[config.mk]
export PLATFORM = sky130hd
export DESIGN_NAME = ring_segment_link_allocator
export DESIGN_NICKNAME = d
export VERILOG_FILES = /design/src/design/rsla_pkg.sv /design/src/design/rsla_ctrl.sv /design/src/design/rsla_dp.sv /design/src/design/ring_segment_link_allocator.sv
export SDC_FILE = /design/constraint.sdc
export NUM_CORES = 1
export LEC_CHECK = 0
export BUFFER_PORTS_ARGS = -buffer_cell sky130_fd_sc_hd__clkbuf_2
export CORE_MARGIN = 8
export CORE_UTILIZATION = 40
export DETAILED_ROUTE_END_ITERATION = 8
export SLEW_MARGIN = 20
export SYNTH_ARGS = -nofsm -noshare
export SYNTH_HDL_FRONTEND = slang
export SYNTH_HIERARCHICAL = 1
export SYNTH_SLANG_ARGS = --single-unit
export TNS_END_PERCENT = 10
[constraint.sdc]
create_clock -name clk -period 9.07 [get_ports clk]
set_clock_uncertainty 0.1 [all_clocks]
set_input_delay 1.814 -clock clk [delete_from_list [all_inputs] [get_ports clk]]
set_output_delay 1.814 -clock clk [all_outputs]
set_load 0.01 [all_outputs]
[src/design/rsla_pkg.sv]
// ----------------------------------------------------------------------------
// rsla_pkg
// Shared types and constants for the ring segment link allocator: node id
// width, result select codes and the command/status bundles that pass
// between the controller and the datapath.
// ----------------------------------------------------------------------------
package rsla_pkg;

    // node ids on the request port
    localparam int NODE_W     = 4;
    localparam int HELD_DEPTH = 2 ** NODE_W;
    localparam int RING_OUT_W = 2;

    typedef logic [NODE_W-1:0] node_t;

    // result select codes
    typedef logic [1:0] res_sel_t;
    localparam res_sel_t RES_IMM    = 2'd0;
    localparam res_sel_t RES_GRANT  = 2'd1;
    localparam res_sel_t RES_REFUSE = 2'd2;

    // controller to datapath
    typedef struct packed {
        logic     load;
        logic     ring_init;
        logic     ring_next;
        logic     wr_alloc;
        logic     wr_release;
        logic     emit;
        res_sel_t res_sel;
    } cmd_t;

    // datapath to controller
    typedef struct packed {
        logic imm;
        logic is_release;
        logic row_ok;
        logic last_ring;
        logic out_free;
    } status_t;

endpackage

[src/design/rsla_ctrl.sv]
// ----------------------------------------------------------------------------
// rsla_ctrl
// Request sequencer: captures a request, settles immediate outcomes, then
// walks the rings one row at a time until a path is taken, released or refused.
// ----------------------------------------------------------------------------
module rsla_ctrl (
    input  logic             clk,
    input  logic             rst_n,
    input  logic             in_valid,
    output logic             in_stall,
    output rsla_pkg::cmd_t   cmd,
    input  rsla_pkg::status_t status
);
    import rsla_pkg::*;

    localparam logic [1:0] ST_IDLE   = 2'd0;
    localparam logic [1:0] ST_DECIDE = 2'd1;
    localparam logic [1:0] ST_SCAN   = 2'd2;
    localparam logic [1:0] ST_CHECK  = 2'd3;

    logic [1:0] state_reg;
    logic [1:0] state_next;

    // state register
    always_ff @(posedge clk or negedge rst_n)
    begin
        if (!rst_n)
        begin
            state_reg <= ST_IDLE;
        end
        else
        begin
            state_reg <= state_next;
        end
    end

    assign in_stall = (state_reg != ST_IDLE);

    // next state and commands
    always_comb
    begin
        state_next  = state_reg;
        cmd         = '0;
        cmd.res_sel = RES_IMM;
        unique case (state_reg)
            ST_IDLE:
            begin
                if (in_valid)
                begin
                    cmd.load   = 1'b1;
                    state_next = ST_DECIDE;
                end
            end
            ST_DECIDE:
            begin
                if (status.imm)
                begin
                    if (status.out_free)
                    begin
                        cmd.emit    = 1'b1;
                        cmd.res_sel = RES_IMM;
                        state_next  = ST_IDLE;
                    end
                end
                else
                begin
                    cmd.ring_init = 1'b1;
                    state_next    = ST_SCAN;
                end
            end
            ST_SCAN:
            begin
                state_next = ST_CHECK;
            end
            ST_CHECK:
            begin
                priority if (status.is_release)
                begin
                    if (status.out_free)
                    begin
                        cmd.wr_release = 1'b1;
                        cmd.emit       = 1'b1;
                        cmd.res_sel    = RES_GRANT;
                        state_next     = ST_IDLE;
                    end
                end
                else if (status.row_ok)
                begin
                    if (status.out_free)
                    begin
                        cmd.wr_alloc = 1'b1;
                        cmd.emit     = 1'b1;
                        cmd.res_sel  = RES_GRANT;
                        state_next   = ST_IDLE;
                    end
                end
                else if (status.last_ring)
                begin
                    if (status.out_free)
                    begin
                        cmd.emit    = 1'b1;
                        cmd.res_sel = RES_REFUSE;
                        state_next  = ST_IDLE;
                    end
                end
                else
                begin
                    cmd.ring_next = 1'b1;
                    state_next    = ST_SCAN;
                end
            end
            default:
            begin
                state_next = ST_IDLE;
            end
        endcase
    end

endmodule

[src/design/rsla_dp.sv]
// ----------------------------------------------------------------------------
// rsla_dp
// Datapath: request registers, path mask, held-ring table, per-ring segment
// row memory with row valid bits, and the result register.
// ----------------------------------------------------------------------------
module rsla_dp #(
    parameter int NODES = 16,
    parameter int RINGS = 4
) (
    input  logic                              clk,
    input  logic                              rst_n,
    input  logic                              mode,
    input  rsla_pkg::node_t                   source_node,
    input  rsla_pkg::node_t                   dest_node,
    input  rsla_pkg::cmd_t                    cmd,
    output rsla_pkg::status_t                 status,
    output logic                              out_valid,
    input  logic                              out_stall,
    output logic                              granted,
    output logic [rsla_pkg::RING_OUT_W-1:0]   ring_used,
    output logic                              release_fault
);
    import rsla_pkg::*;

    localparam int RW    = (RINGS > 1) ? $clog2(RINGS) : 1;
    localparam int ROW_W = NODES * (NODE_W + 1);
    localparam int HALF  = NODES / 2;

    typedef logic [RW-1:0] ring_t;

    // request registers
    logic  req_mode_reg;
    node_t req_src_reg;
    node_t req_dst_reg;
    ring_t ring_reg;

    always_ff @(posedge clk)
    begin
        if (cmd.load)
        begin
            req_mode_reg <= mode;
            req_src_reg  <= source_node;
            req_dst_reg  <= dest_node;
        end
    end

    // held-ring table
    logic [HELD_DEPTH-1:0] held_v_reg;
    ring_t                 held_idx_reg [HELD_DEPTH];
    logic                  held_hit;
    ring_t                 held_ring;

    assign held_hit  = held_v_reg[req_src_reg];
    assign held_ring = held_idx_reg[req_src_reg];

    always_ff @(posedge clk or negedge rst_n)
    begin
        if (!rst_n)
        begin
            held_v_reg <= '0;
        end
        else if (cmd.wr_alloc)
        begin
            held_v_reg[req_src_reg] <= 1'b1;
        end
        else if (cmd.wr_release)
        begin
            held_v_reg[req_src_reg] <= 1'b0;
        end
    end

    always_ff @(posedge clk)
    begin
        if (cmd.wr_alloc || cmd.wr_release)
        begin
            held_idx_reg[req_src_reg] <= cmd.wr_alloc ? ring_reg : '0;
        end
    end

    // immediate outcomes
    logic bad_id;
    logic same_node;
    logic imm_granted;
    logic imm_fault;

    assign bad_id      = (32'(req_src_reg) >= NODES) || (32'(req_dst_reg) >= NODES);
    assign same_node   = (req_src_reg == req_dst_reg);
    assign imm_granted = !bad_id && !req_mode_reg && held_hit;
    assign imm_fault   = bad_id ? req_mode_reg : (req_mode_reg && !held_hit);

    // path ends and segment mask
    node_t            lo;
    node_t            hi;
    node_t            from_n;
    node_t            to_n;
    logic             wrap;
    logic [NODES-1:0] path;

    assign lo     = (req_src_reg < req_dst_reg) ? req_src_reg : req_dst_reg;
    assign hi     = (req_src_reg < req_dst_reg) ? req_dst_reg : req_src_reg;
    assign wrap   = (32'(hi - lo) > HALF);
    assign from_n = wrap ? hi : lo;
    assign to_n   = wrap ? lo : hi;

    always_comb
    begin
        for (int i = 0; i < NODES; i++)
        begin
            if (from_n < to_n)
            begin
                path[i] = (i >= 32'(from_n)) && (i < 32'(to_n));
            end
            else if (from_n > to_n)
            begin
                path[i] = (i >= 32'(from_n)) || (i < 32'(to_n));
            end
            else
            begin
                path[i] = 1'b0;
            end
        end
    end

    // ring counter
    always_ff @(posedge clk or negedge rst_n)
    begin
        if (!rst_n)
        begin
            ring_reg <= '0;
        end
        else if (cmd.ring_init)
        begin
            ring_reg <= req_mode_reg ? held_ring : '0;
        end
        else if (cmd.ring_next)
        begin
            ring_reg <= ring_reg + 1'b1;
        end
    end

    // segment row memory, one row per ring
    logic [ROW_W-1:0] seg_mem [RINGS];
    logic [ROW_W-1:0] rd_row_reg;
    logic [ROW_W-1:0] wr_row;
    logic [RINGS-1:0] rowv_reg;
    logic             seg_wr;

    assign seg_wr = cmd.wr_alloc || cmd.wr_release;

    always_ff @(posedge clk)
    begin
        if (seg_wr)
        begin
            seg_mem[ring_reg] <= wr_row;
        end
        rd_row_reg <= seg_mem[ring_reg];
    end

    // a row never written reads as all free
    always_ff @(posedge clk or negedge rst_n)
    begin
        if (!rst_n)
        begin
            rowv_reg <= '0;
        end
        else if (seg_wr)
        begin
            rowv_reg[ring_reg] <= 1'b1;
        end
    end

    // conflict check and row merge
    logic [NODES-1:0] cur_v;
    logic [NODES-1:0] conflict;
    logic [NODES-1:0] alloc_v;
    logic [NODES-1:0] rel_v;
    logic [NODES-1:0] clr;
    logic [ROW_W-1:0] alloc_row;
    logic [ROW_W-1:0] rel_row;

    assign cur_v = rowv_reg[ring_reg] ? rd_row_reg[NODES-1:0] : '0;

    always_comb
    begin
        alloc_row = rd_row_reg;
        rel_row   = rd_row_reg;
        for (int i = 0; i < NODES; i++)
        begin
            conflict[i] = path[i] && cur_v[i]
                && (rd_row_reg[NODES + NODE_W*i +: NODE_W] != req_src_reg);
            clr[i]      = path[i] && cur_v[i]
                && (rd_row_reg[NODES + NODE_W*i +: NODE_W] == req_src_reg);
            alloc_v[i]  = cur_v[i] || path[i];
            rel_v[i]    = cur_v[i] && !clr[i];
            if (path[i])
            begin
                alloc_row[NODES + NODE_W*i +: NODE_W] = req_src_reg;
            end
            if (clr[i])
            begin
                rel_row[NODES + NODE_W*i +: NODE_W] = '0;
            end
        end
        alloc_row[NODES-1:0] = alloc_v;
        rel_row[NODES-1:0]   = rel_v;
    end

    assign wr_row = cmd.wr_alloc ? alloc_row : rel_row;

    // result register
    logic                  out_valid_reg;
    logic                  granted_reg;
    logic [RING_OUT_W-1:0] ring_used_reg;
    logic                  fault_reg;
    logic                  res_granted;
    ring_t                 res_ring;
    logic                  res_fault;
    logic [RW+1:0]         res_ring_ext;

    always_comb
    begin
        unique case (cmd.res_sel)
            RES_IMM:
            begin
                res_granted = imm_granted;
                res_ring    = imm_granted ? held_ring : '0;
                res_fault   = imm_fault;
            end
            RES_GRANT:
            begin
                res_granted = 1'b1;
                res_ring    = ring_reg;
                res_fault   = 1'b0;
            end
            default:
            begin
                res_granted = 1'b0;
                res_ring    = '0;
                res_fault   = 1'b0;
            end
        endcase
    end

    assign res_ring_ext = {2'b00, res_ring};

    always_ff @(posedge clk or negedge rst_n)
    begin
        if (!rst_n)
        begin
            out_valid_reg <= 1'b0;
        end
        else if (cmd.emit)
        begin
            out_valid_reg <= 1'b1;
        end
        else if (!out_stall)
        begin
            out_valid_reg <= 1'b0;
        end
    end

    always_ff @(posedge clk)
    begin
        if (cmd.emit)
        begin
            granted_reg   <= res_granted;
            ring_used_reg <= res_ring_ext[RING_OUT_W-1:0];
            fault_reg     <= res_fault;
        end
    end

    assign out_valid     = out_valid_reg;
    assign granted       = granted_reg;
    assign ring_used     = ring_used_reg;
    assign release_fault = fault_reg;

    // status to controller
    assign status.imm        = bad_id || (!req_mode_reg && (held_hit || same_node))
                               || (req_mode_reg && !held_hit);
    assign status.is_release = req_mode_reg;
    assign status.row_ok     = ~|conflict;
    assign status.last_ring  = (ring_reg == RW'(RINGS - 1));
    assign status.out_free   = !out_valid_reg || !out_stall;

endmodule

[src/design/ring_segment_link_allocator.sv]
// ----------------------------------------------------------------------------
// ring_segment_link_allocator
// Reserves or releases a path of ring segments on one of RINGS virtual rings.
// ----------------------------------------------------------------------------
// sequence: immediate outcomes are emitted from the decide state; otherwise
//   each ring tried costs one registered row read plus one check/write of
//   the row memory, and release tries only its held ring. No new request
//   is accepted until the result of the last one has been emitted
// reset: clears the sequencer, the held-ring valid bits, the ring row valid
//   bits and the result valid flag; no clearing pass is needed
module ring_segment_link_allocator #(
    parameter int NODES = 16,
    parameter int RINGS = 4
) (
    input  logic                              clk,
    input  logic                              rst_n,
    input  logic                              in_valid,
    output logic                              in_stall,
    input  logic                              mode,
    input  rsla_pkg::node_t                   source_node,
    input  rsla_pkg::node_t                   dest_node,
    output logic                              out_valid,
    input  logic                              out_stall,
    output logic                              granted,
    output logic [rsla_pkg::RING_OUT_W-1:0]   ring_used,
    output logic                              release_fault
);
    import rsla_pkg::*;

    cmd_t    cmd;
    status_t status;

    // sequencer
    rsla_ctrl u_ctrl (
        .clk      (clk),
        .rst_n    (rst_n),
        .in_valid (in_valid),
        .in_stall (in_stall),
        .cmd      (cmd),
        .status   (status)
    );

    // segment and held-ring storage
    rsla_dp #(
        .NODES (NODES),
        .RINGS (RINGS)
    ) u_dp (
        .clk           (clk),
        .rst_n         (rst_n),
        .mode          (mode),
        .source_node   (source_node),
        .dest_node     (dest_node),
        .cmd           (cmd),
        .status        (status),
        .out_valid     (out_valid),
        .out_stall     (out_stall),
        .granted       (granted),
        .ring_used     (ring_used),
        .release_fault (release_fault)
    );

    // an accepted beat blocks the input until its result is emitted
    a_accept_blocks: assert property (@(posedge clk) disable iff (!rst_n)
        (in_valid && !in_stall) |=> in_stall)
        else $error("input taken while previous request in flight");

    // row writes only with a result beat
    a_write_emits: assert property (@(posedge clk) disable iff (!rst_n)
        (cmd.wr_alloc || cmd.wr_release) |-> cmd.emit)
        else $error("segment row written without result");

    // never overwrite an untaken result
    a_emit_free: assert property (@(posedge clk) disable iff (!rst_n)
        cmd.emit |-> (!out_valid || !out_stall))
        else $error("result register overwritten");

    // allocate and release writes are exclusive
    a_one_write: assert property (@(posedge clk) disable iff (!rst_n)
        !(cmd.wr_alloc && cmd.wr_release))
        else $error("conflicting row writes");

endmodule

# Word level (Yosys, flattened, before mapping)
# Memory sizes are Yosys's and may differ from the RTL's. A register that Yosys moved wholly into a read port is not among the register bits.
# Index checks and enable logic that the tools add are counted.
dict set report op_classes {
  n_bitwise 4
  eq_ne 40
  mux 119
  reduce_logical 145
  n_lt_le_gt_ge 38
  add_sub_neg 2
}
# operator count
set op_table {}
lappend op_table {{2-to-1 mux 4 bit} 38}
lappend op_table {{logical AND 1 bit} 84}
lappend op_table {{2-to-1 mux 80 bit} 1}
lappend op_table {{equality test 4 bit} 17}
lappend op_table {{inequality test 4 bit} 16}
lappend op_table {{2-to-1 mux 1 bit} 49}
lappend op_table {{2-to-1 mux 16 bit} 3}
lappend op_table {{logical OR 1 bit} 35}
lappend op_table {{> comparator 32 x 4 -> 1 bit, second input constant} 1}
lappend op_table {{>= comparator 4 bit, first input constant} 7}
lappend op_table {{less-than comparator 4 bit, first input constant} 7}
lappend op_table {{2-to-1 mux 2 bit} 12}
lappend op_table {{2-to-1 mux 3 bit} 8}
lappend op_table {{zero test 1 bit} 20}
lappend op_table {{AND 16 bit} 1}
lappend op_table {{>= comparator 3 x 4 -> 1 bit, first input constant} 4}
lappend op_table {{less-than comparator 3 x 4 -> 1 bit, first input constant} 4}
lappend op_table {{inverter 16 bit} 1}
lappend op_table {{OR 16 bit} 1}
lappend op_table {{OR reduction 16 bit} 1}
lappend op_table {{>= comparator 1 x 4 -> 1 bit, first input constant} 2}
lappend op_table {{>= comparator 2 x 4 -> 1 bit, first input constant} 2}
lappend op_table {{less-than comparator 1 x 4 -> 1 bit, first input constant} 2}
lappend op_table {{less-than comparator 2 x 4 -> 1 bit, first input constant} 2}
lappend op_table {{23 further kinds} 30}
dict set report word_totals {
  elab_cells 361
  ff_bits 38
  mem_count 2
  inputBits 13
  ram_bits 352
}
# name depth width read_ports rd_clocked_by_memory_dff write_ports line
set mem_list {}
lappend mem_list {u_dp.seg_mem 4 80 1 1 1 rsla_dp.sv:142} ;# logic [ROW_W-1:0] seg_mem [RINGS];
lappend mem_list {u_dp.held_idx_reg 16 2 1 1 1 rsla_dp.sv:49} ;# ring_t held_idx_reg [HELD_DEPTH];

# Longest topological paths before layout
dict set report depth {
  depth_word 18
  depth_mapped 29
}

# By module
# Netlist, hierarchy kept.
# module cells_each seq_area_each_um2 instances area_per_inst_um2
set modules_own_cells {}
lappend modules_own_cells {rsla_dp 1299 13217.7 1 20215.6}
lappend modules_own_cells {rsla_ctrl 24 50.0 1 222.7}

# Least setup slack after synthesis
# Ideal clock, no wire load.
dict set report synth_timing {
  path_kind {register -> register}
  startpoint {reg u_dp.req_src_reg[3]}
  endpoint {mem u_dp/seg_mem[0][0] (netlist bit), enable pin}
  arrival_ns 8.227
  setup_slack_ns 0.296
  setup_time_ns 0.448
  path_buffers 8
  period_less_slack_ns 8.774
  required_time_ns 8.522
  path_stages_with_launch 28
  path_cell_list {edfxtp_1 -> clkbuf_1 -> buf_1 -> clkbuf_1 -> inv_1 -> ha_1 -> buf_4 -> nand2b_4 -> o21ba_2 -> nor2_4 -> clkbuf_1 -> a21oi_1 -> ha_1 -> or4_1 -> o21ai_2 -> a22o_1 -> buf_4 -> buf_6 -> mux2_2 -> a2111oi_0 -> o2111ai_1 -> o31ai_1 -> o211ai_1 -> nor3_1 -> nor3b_2 -> or2_2 -> clkbuf_1 -> and2_1}
}
# item line
set synth_rtl {}
lappend synth_rtl {{start, declared} rsla_dp.sv:33} ;# node_t req_src_reg;
lappend synth_rtl {{start signal, assigned} rsla_dp.sv:42} ;# req_src_reg <= source_node;
lappend synth_rtl {{end, declared} rsla_dp.sv:142}

==> metrics list <==
* Area of the die: 58,600 sq um
* Number of clock sinks: 474
* Number of H-tree levels: 2
- Buffer levels on the longest clock path: 3
* Syn_nets: 1,347
- Worst slew pin tran: 1.07 ns
- Clock transition time at the flip-flop clock pins of the worst setup and hold paths: 0.06 ns
- Mean instance size in the synthesized netlist: 15.4 sq um
- Max-cap violations in this run came to 0.
* Data required time of the critical path: 9.29 ns
- Summing internal, switching and leakage power gives 0.00781 W.
* Post-route ant nets: 0
* Net switching power: ~0.0025 W
- TritonCTS buffer count: 48
- The worst setup path is of the reg2reg kind.
- Commonest non-fill, non-tap cell in the layout: sky130_fd_sc_hd__edfxtp_1
- Count of standard-cell rows: 83
- Sequential Power Share: 43.0%
- # nets final: 1,367
- Most common flop cell mapped by yosys: sky130_fd_sc_hd__edfxtp_1
- Die boundary width: 242 um
- Number of buffers inserted to repair setup after CTS: 0
* DRC violation count after routing: 0
- Yosys printed 6 warnings.
- The run finished with clean final reports.
- Average wire per standard cell: 21.1 um
- Quantity of gates resized following cts: 0
- Endpoint kind of the worst setup timing path: flop
- After floorplanning, the core was sized to cover 50,900 sq um.
* Hold crit path type: reg2reg
- In this run switching power makes up around a third of total power.
* Data arrival time of the critical path: about 8 ns
- Internal Dissipation: 0.00526 W
* Port buffer count: 18
- In the layout the commonest cells are sky130_fd_sc_hd__edfxtp_1, sky130_fd_sc_hd__mux4_2, sky130_fd_sc_hd__nor2_1.
- Number of antenna violations at the first check in global routing: 0
* CTS tree: yes
- Count of non-filler cells in the finished layout: 2,062
- Clock insertion delay at the later pin of the skew report: 0.60 ns
- Vias after detailed routing: 11,520
- Combinational logic burns 32.7% of the power.
* Via density per instance: between 5 and 6
* Clock Root Buffer: sky130_fd_sc_hd__clkbuf_16
- Worst-path maximum fanout: 50
- Wirelength, routed: ~43,000 um
- Setup repair after global routing left no endpoint under its margin.
* Via count of the first global-routing pass: ~12,000
* Post-synth ARST share: 5.27%
- Final Hold Slack: ~0.37 ns
* Share of cells above drive strength 1: around a fifth
- Starting DRC count in detailed routing: just under 900
* Slew HR: between 20% and 30%
- The count of final hold-check violations came to 0.
- Counting every instance in the synthesized netlist gives between 1,000 and 1,500.
- The top cell type by area accounts for between 50% and 60% of the synthesized area.
* Leak Pwr: 7.89 nW
- Height of the die: 242 um
* Final setup viols: 0
- Post-detail-place hpwl: 26,200 um
- The first detailed-routing pass took 6 iterations.
- The number of pins exceeding their max-slew limit in the final report came to 0.
* Sequential share of the synthesized area: 64.9%
- After synthesis, the cell types taking the most area are sky130_fd_sc_hd__edfxtp_1, sky130_fd_sc_hd__mux4_2, sky130_fd_sc_hd__dfxtp_1.
* Final min period: 7.79 ns
* Cell area after layout: 22,800 sq um
* Period utilisation layout: a little under nine tenths
- STA classifies the critical path startpoint as a flop.
- Global routing used 14.7% of the available tracks across all layers.
- Timing would allow up to 0.128 GHz.
- Setup TNS after final layout: 0 ns
* Antenna diode count: 0
- The first global-routing pass estimated 68,700 um of wire.
* Worst vdd rail ir drop: 0.000173 V
* I/O pin cnt: 19
- In this run the cell area measured after placement is 21,300 sq um.
- Layout overhead on the synthesized area: 11.8%
- For this design the ratio of total power to cell area is 342 nW/um^2.
- The cell area that synthesis handed to floorplanning was between 20,000 and 25,000 sq um.
- Once placement completed, the tool counted placed cells totaling 1,973.
- In this run, synthesis produced a sequential element count of roughly 470.
- GPL Wtd Cong: 0.887
- The share of total power dissipated in the clock network is 24.3%.
* CTS hold repair buffers: 0
* Maximum number of pins on one net before global-route repair: 51
* Initial core utilization: 40.2%
- Summed over all instances, the cell type with the most area after synthesis is sky130_fd_sc_hd__edfxtp_1.
- Congestion Overflow GR: 0
* Number of flip-flops under the largest register name: 320
- Count of unique library cells instantiated by Yosys: between 80 and 90
- Number of enable-type register cells in the synthesized netlist: approximately 370
-- worst paths after layout --
kind,from,to,slack (ns),depth (start not counted)
max in group asynchronous,rst_n,u_dp/ring_reg[0]$_DFFE_PN0P_,7.22,1
min in group asynchronous,rst_n,async pin,1.16,1
hold reg to reg,u_dp/rowv_reg[1]$_DFFE_PN0N_,u_dp/rowv_reg[1]$_DFFE_PN0N_,0.37,1
setup / recovery,u_dp/req_src_reg[3]$_DFFE_PP_,u_dp/seg_mem[2][46]$_DFFE_PP_,1.28,23
hold / removal,u_dp/rowv_reg[1]$_DFFE_PN0N_,u_dp/rowv_reg[1]$_DFFE_PN0N_,0.37,1
setup reg to reg,u_dp/req_src_reg[3]$_DFFE_PP_,u_dp/seg_mem[2][46]$_DFFE_PP_,1.28,23
-- power groups by stage --
stage	registers [W]	logic [W]	clock network, W
global placement	0.00339	0.00251	0
detailed placement	0.00339	0.00256	0
finish	0.00336	0.00255	0.00190
floorplan	0.00329	0.00198	0
global route	0.00340	0.00280	0.00202
CTS	0.00336	0.00257	0.00194
-- Yosys cell counts, drive strengths merged, types with 7 or more instances --
cell	number
or2	12
mux2	25
o211ai	13
a21oi	35
nand2	73
nand3	21
and3	7
xnor2	62
o21ai	40
a211oi	10
and2	24
dfxtp	84
nor2	87
buf	29
mux4	99
ha	11
nor3	21
a22o	65
o21bai	13
nand4	17
dfrtp	25
clkbuf	44
mux2i	25
edfxtp	365
inv	22
nor2b	18
-- kinds of logic (layout without fill, tap and decap cells) --
| logic type | count (synthesis) | count (layout) | synth area share [%] |
|---|---|---|---|
| and+or+nand+nor | 302 | 302 | 7.55 |
| adders and majority gates | 11 | 11 | 0.673 |
| AOI/OAI and AO/OA | 226 | 226 | 8.37 |
| buffers and inverters | 95 | 154 | 1.97 |
| muxes | 149 | 149 | 13.7 |
| DFF | 474 | 474 | 64.9 |
| xor gates and xnor gates | 66 | 66 | 2.87 |
-- per-layer routing --
layer	global-route usage [%]	vias to the layer above	part of all wire, %
li1	-	5228	-
met1	20.5	5902	46
met2	22.6	294	45
met3	2.78	96	5.1
met4	5.71	0	3.1
met5	0	-	0
-- stage by stage --
step	utilization, %	worst slack (ns)
2_1_floorplan	-	0.296
3_3_place_gp	41.9	1.49
3_5_place_dp	41.9	1.36
4_1_cts	44.9	1.33
5_1_grt	44.9	0.741
6_report	44.9	1.28
-- worst max-delay path, stage by stage (launching register included) --
cell and delay (ns):
sky130_fd_sc_hd__edfxtp_1 0.33, sky130_fd_sc_hd__buf_4 0.36, sky130_fd_sc_hd__inv_1 0.13, sky130_fd_sc_hd__ha_1 0.47, sky130_fd_sc_hd__nand2b_4 0.20, sky130_fd_sc_hd__o21ba_2 0.21, sky130_fd_sc_hd__nor2_4 0.48, sky130_fd_sc_hd__a21oi_1 0.13
sky130_fd_sc_hd__ha_1 0.22, sky130_fd_sc_hd__or4_1 0.55, sky130_fd_sc_hd__o21ai_2 0.21, sky130_fd_sc_hd__a22o_1 0.50, sky130_fd_sc_hd__buf_4 0.37, sky130_fd_sc_hd__mux2i_4 0.39, sky130_fd_sc_hd__o21ai_4 0.23, sky130_fd_sc_hd__o311ai_2 0.42
sky130_fd_sc_hd__o31ai_1 0.12, sky130_fd_sc_hd__nor3_1 0.36, sky130_fd_sc_hd__buf_4 0.23, sky130_fd_sc_hd__nor3b_4 0.19, sky130_fd_sc_hd__buf_4 0.52, sky130_fd_sc_hd__nor2_1 0.09, sky130_fd_sc_hd__or3_1 0.41, sky130_fd_sc_hd__a22o_1 0.26
-- final cells by class --
class / count / area [sq um]
inverters: 22 / 82.6
well taps: 680 / 851
clock inverters: 21 / 164
flip-flops and latches: 474 / 13300
clock buffers: 68 / 1360
fillers: 4483 / 28000
multi-input cells: 754 / 6780
repair buffers: 43 / 328
No activity file was read; power rests on OpenSTA's default activity.
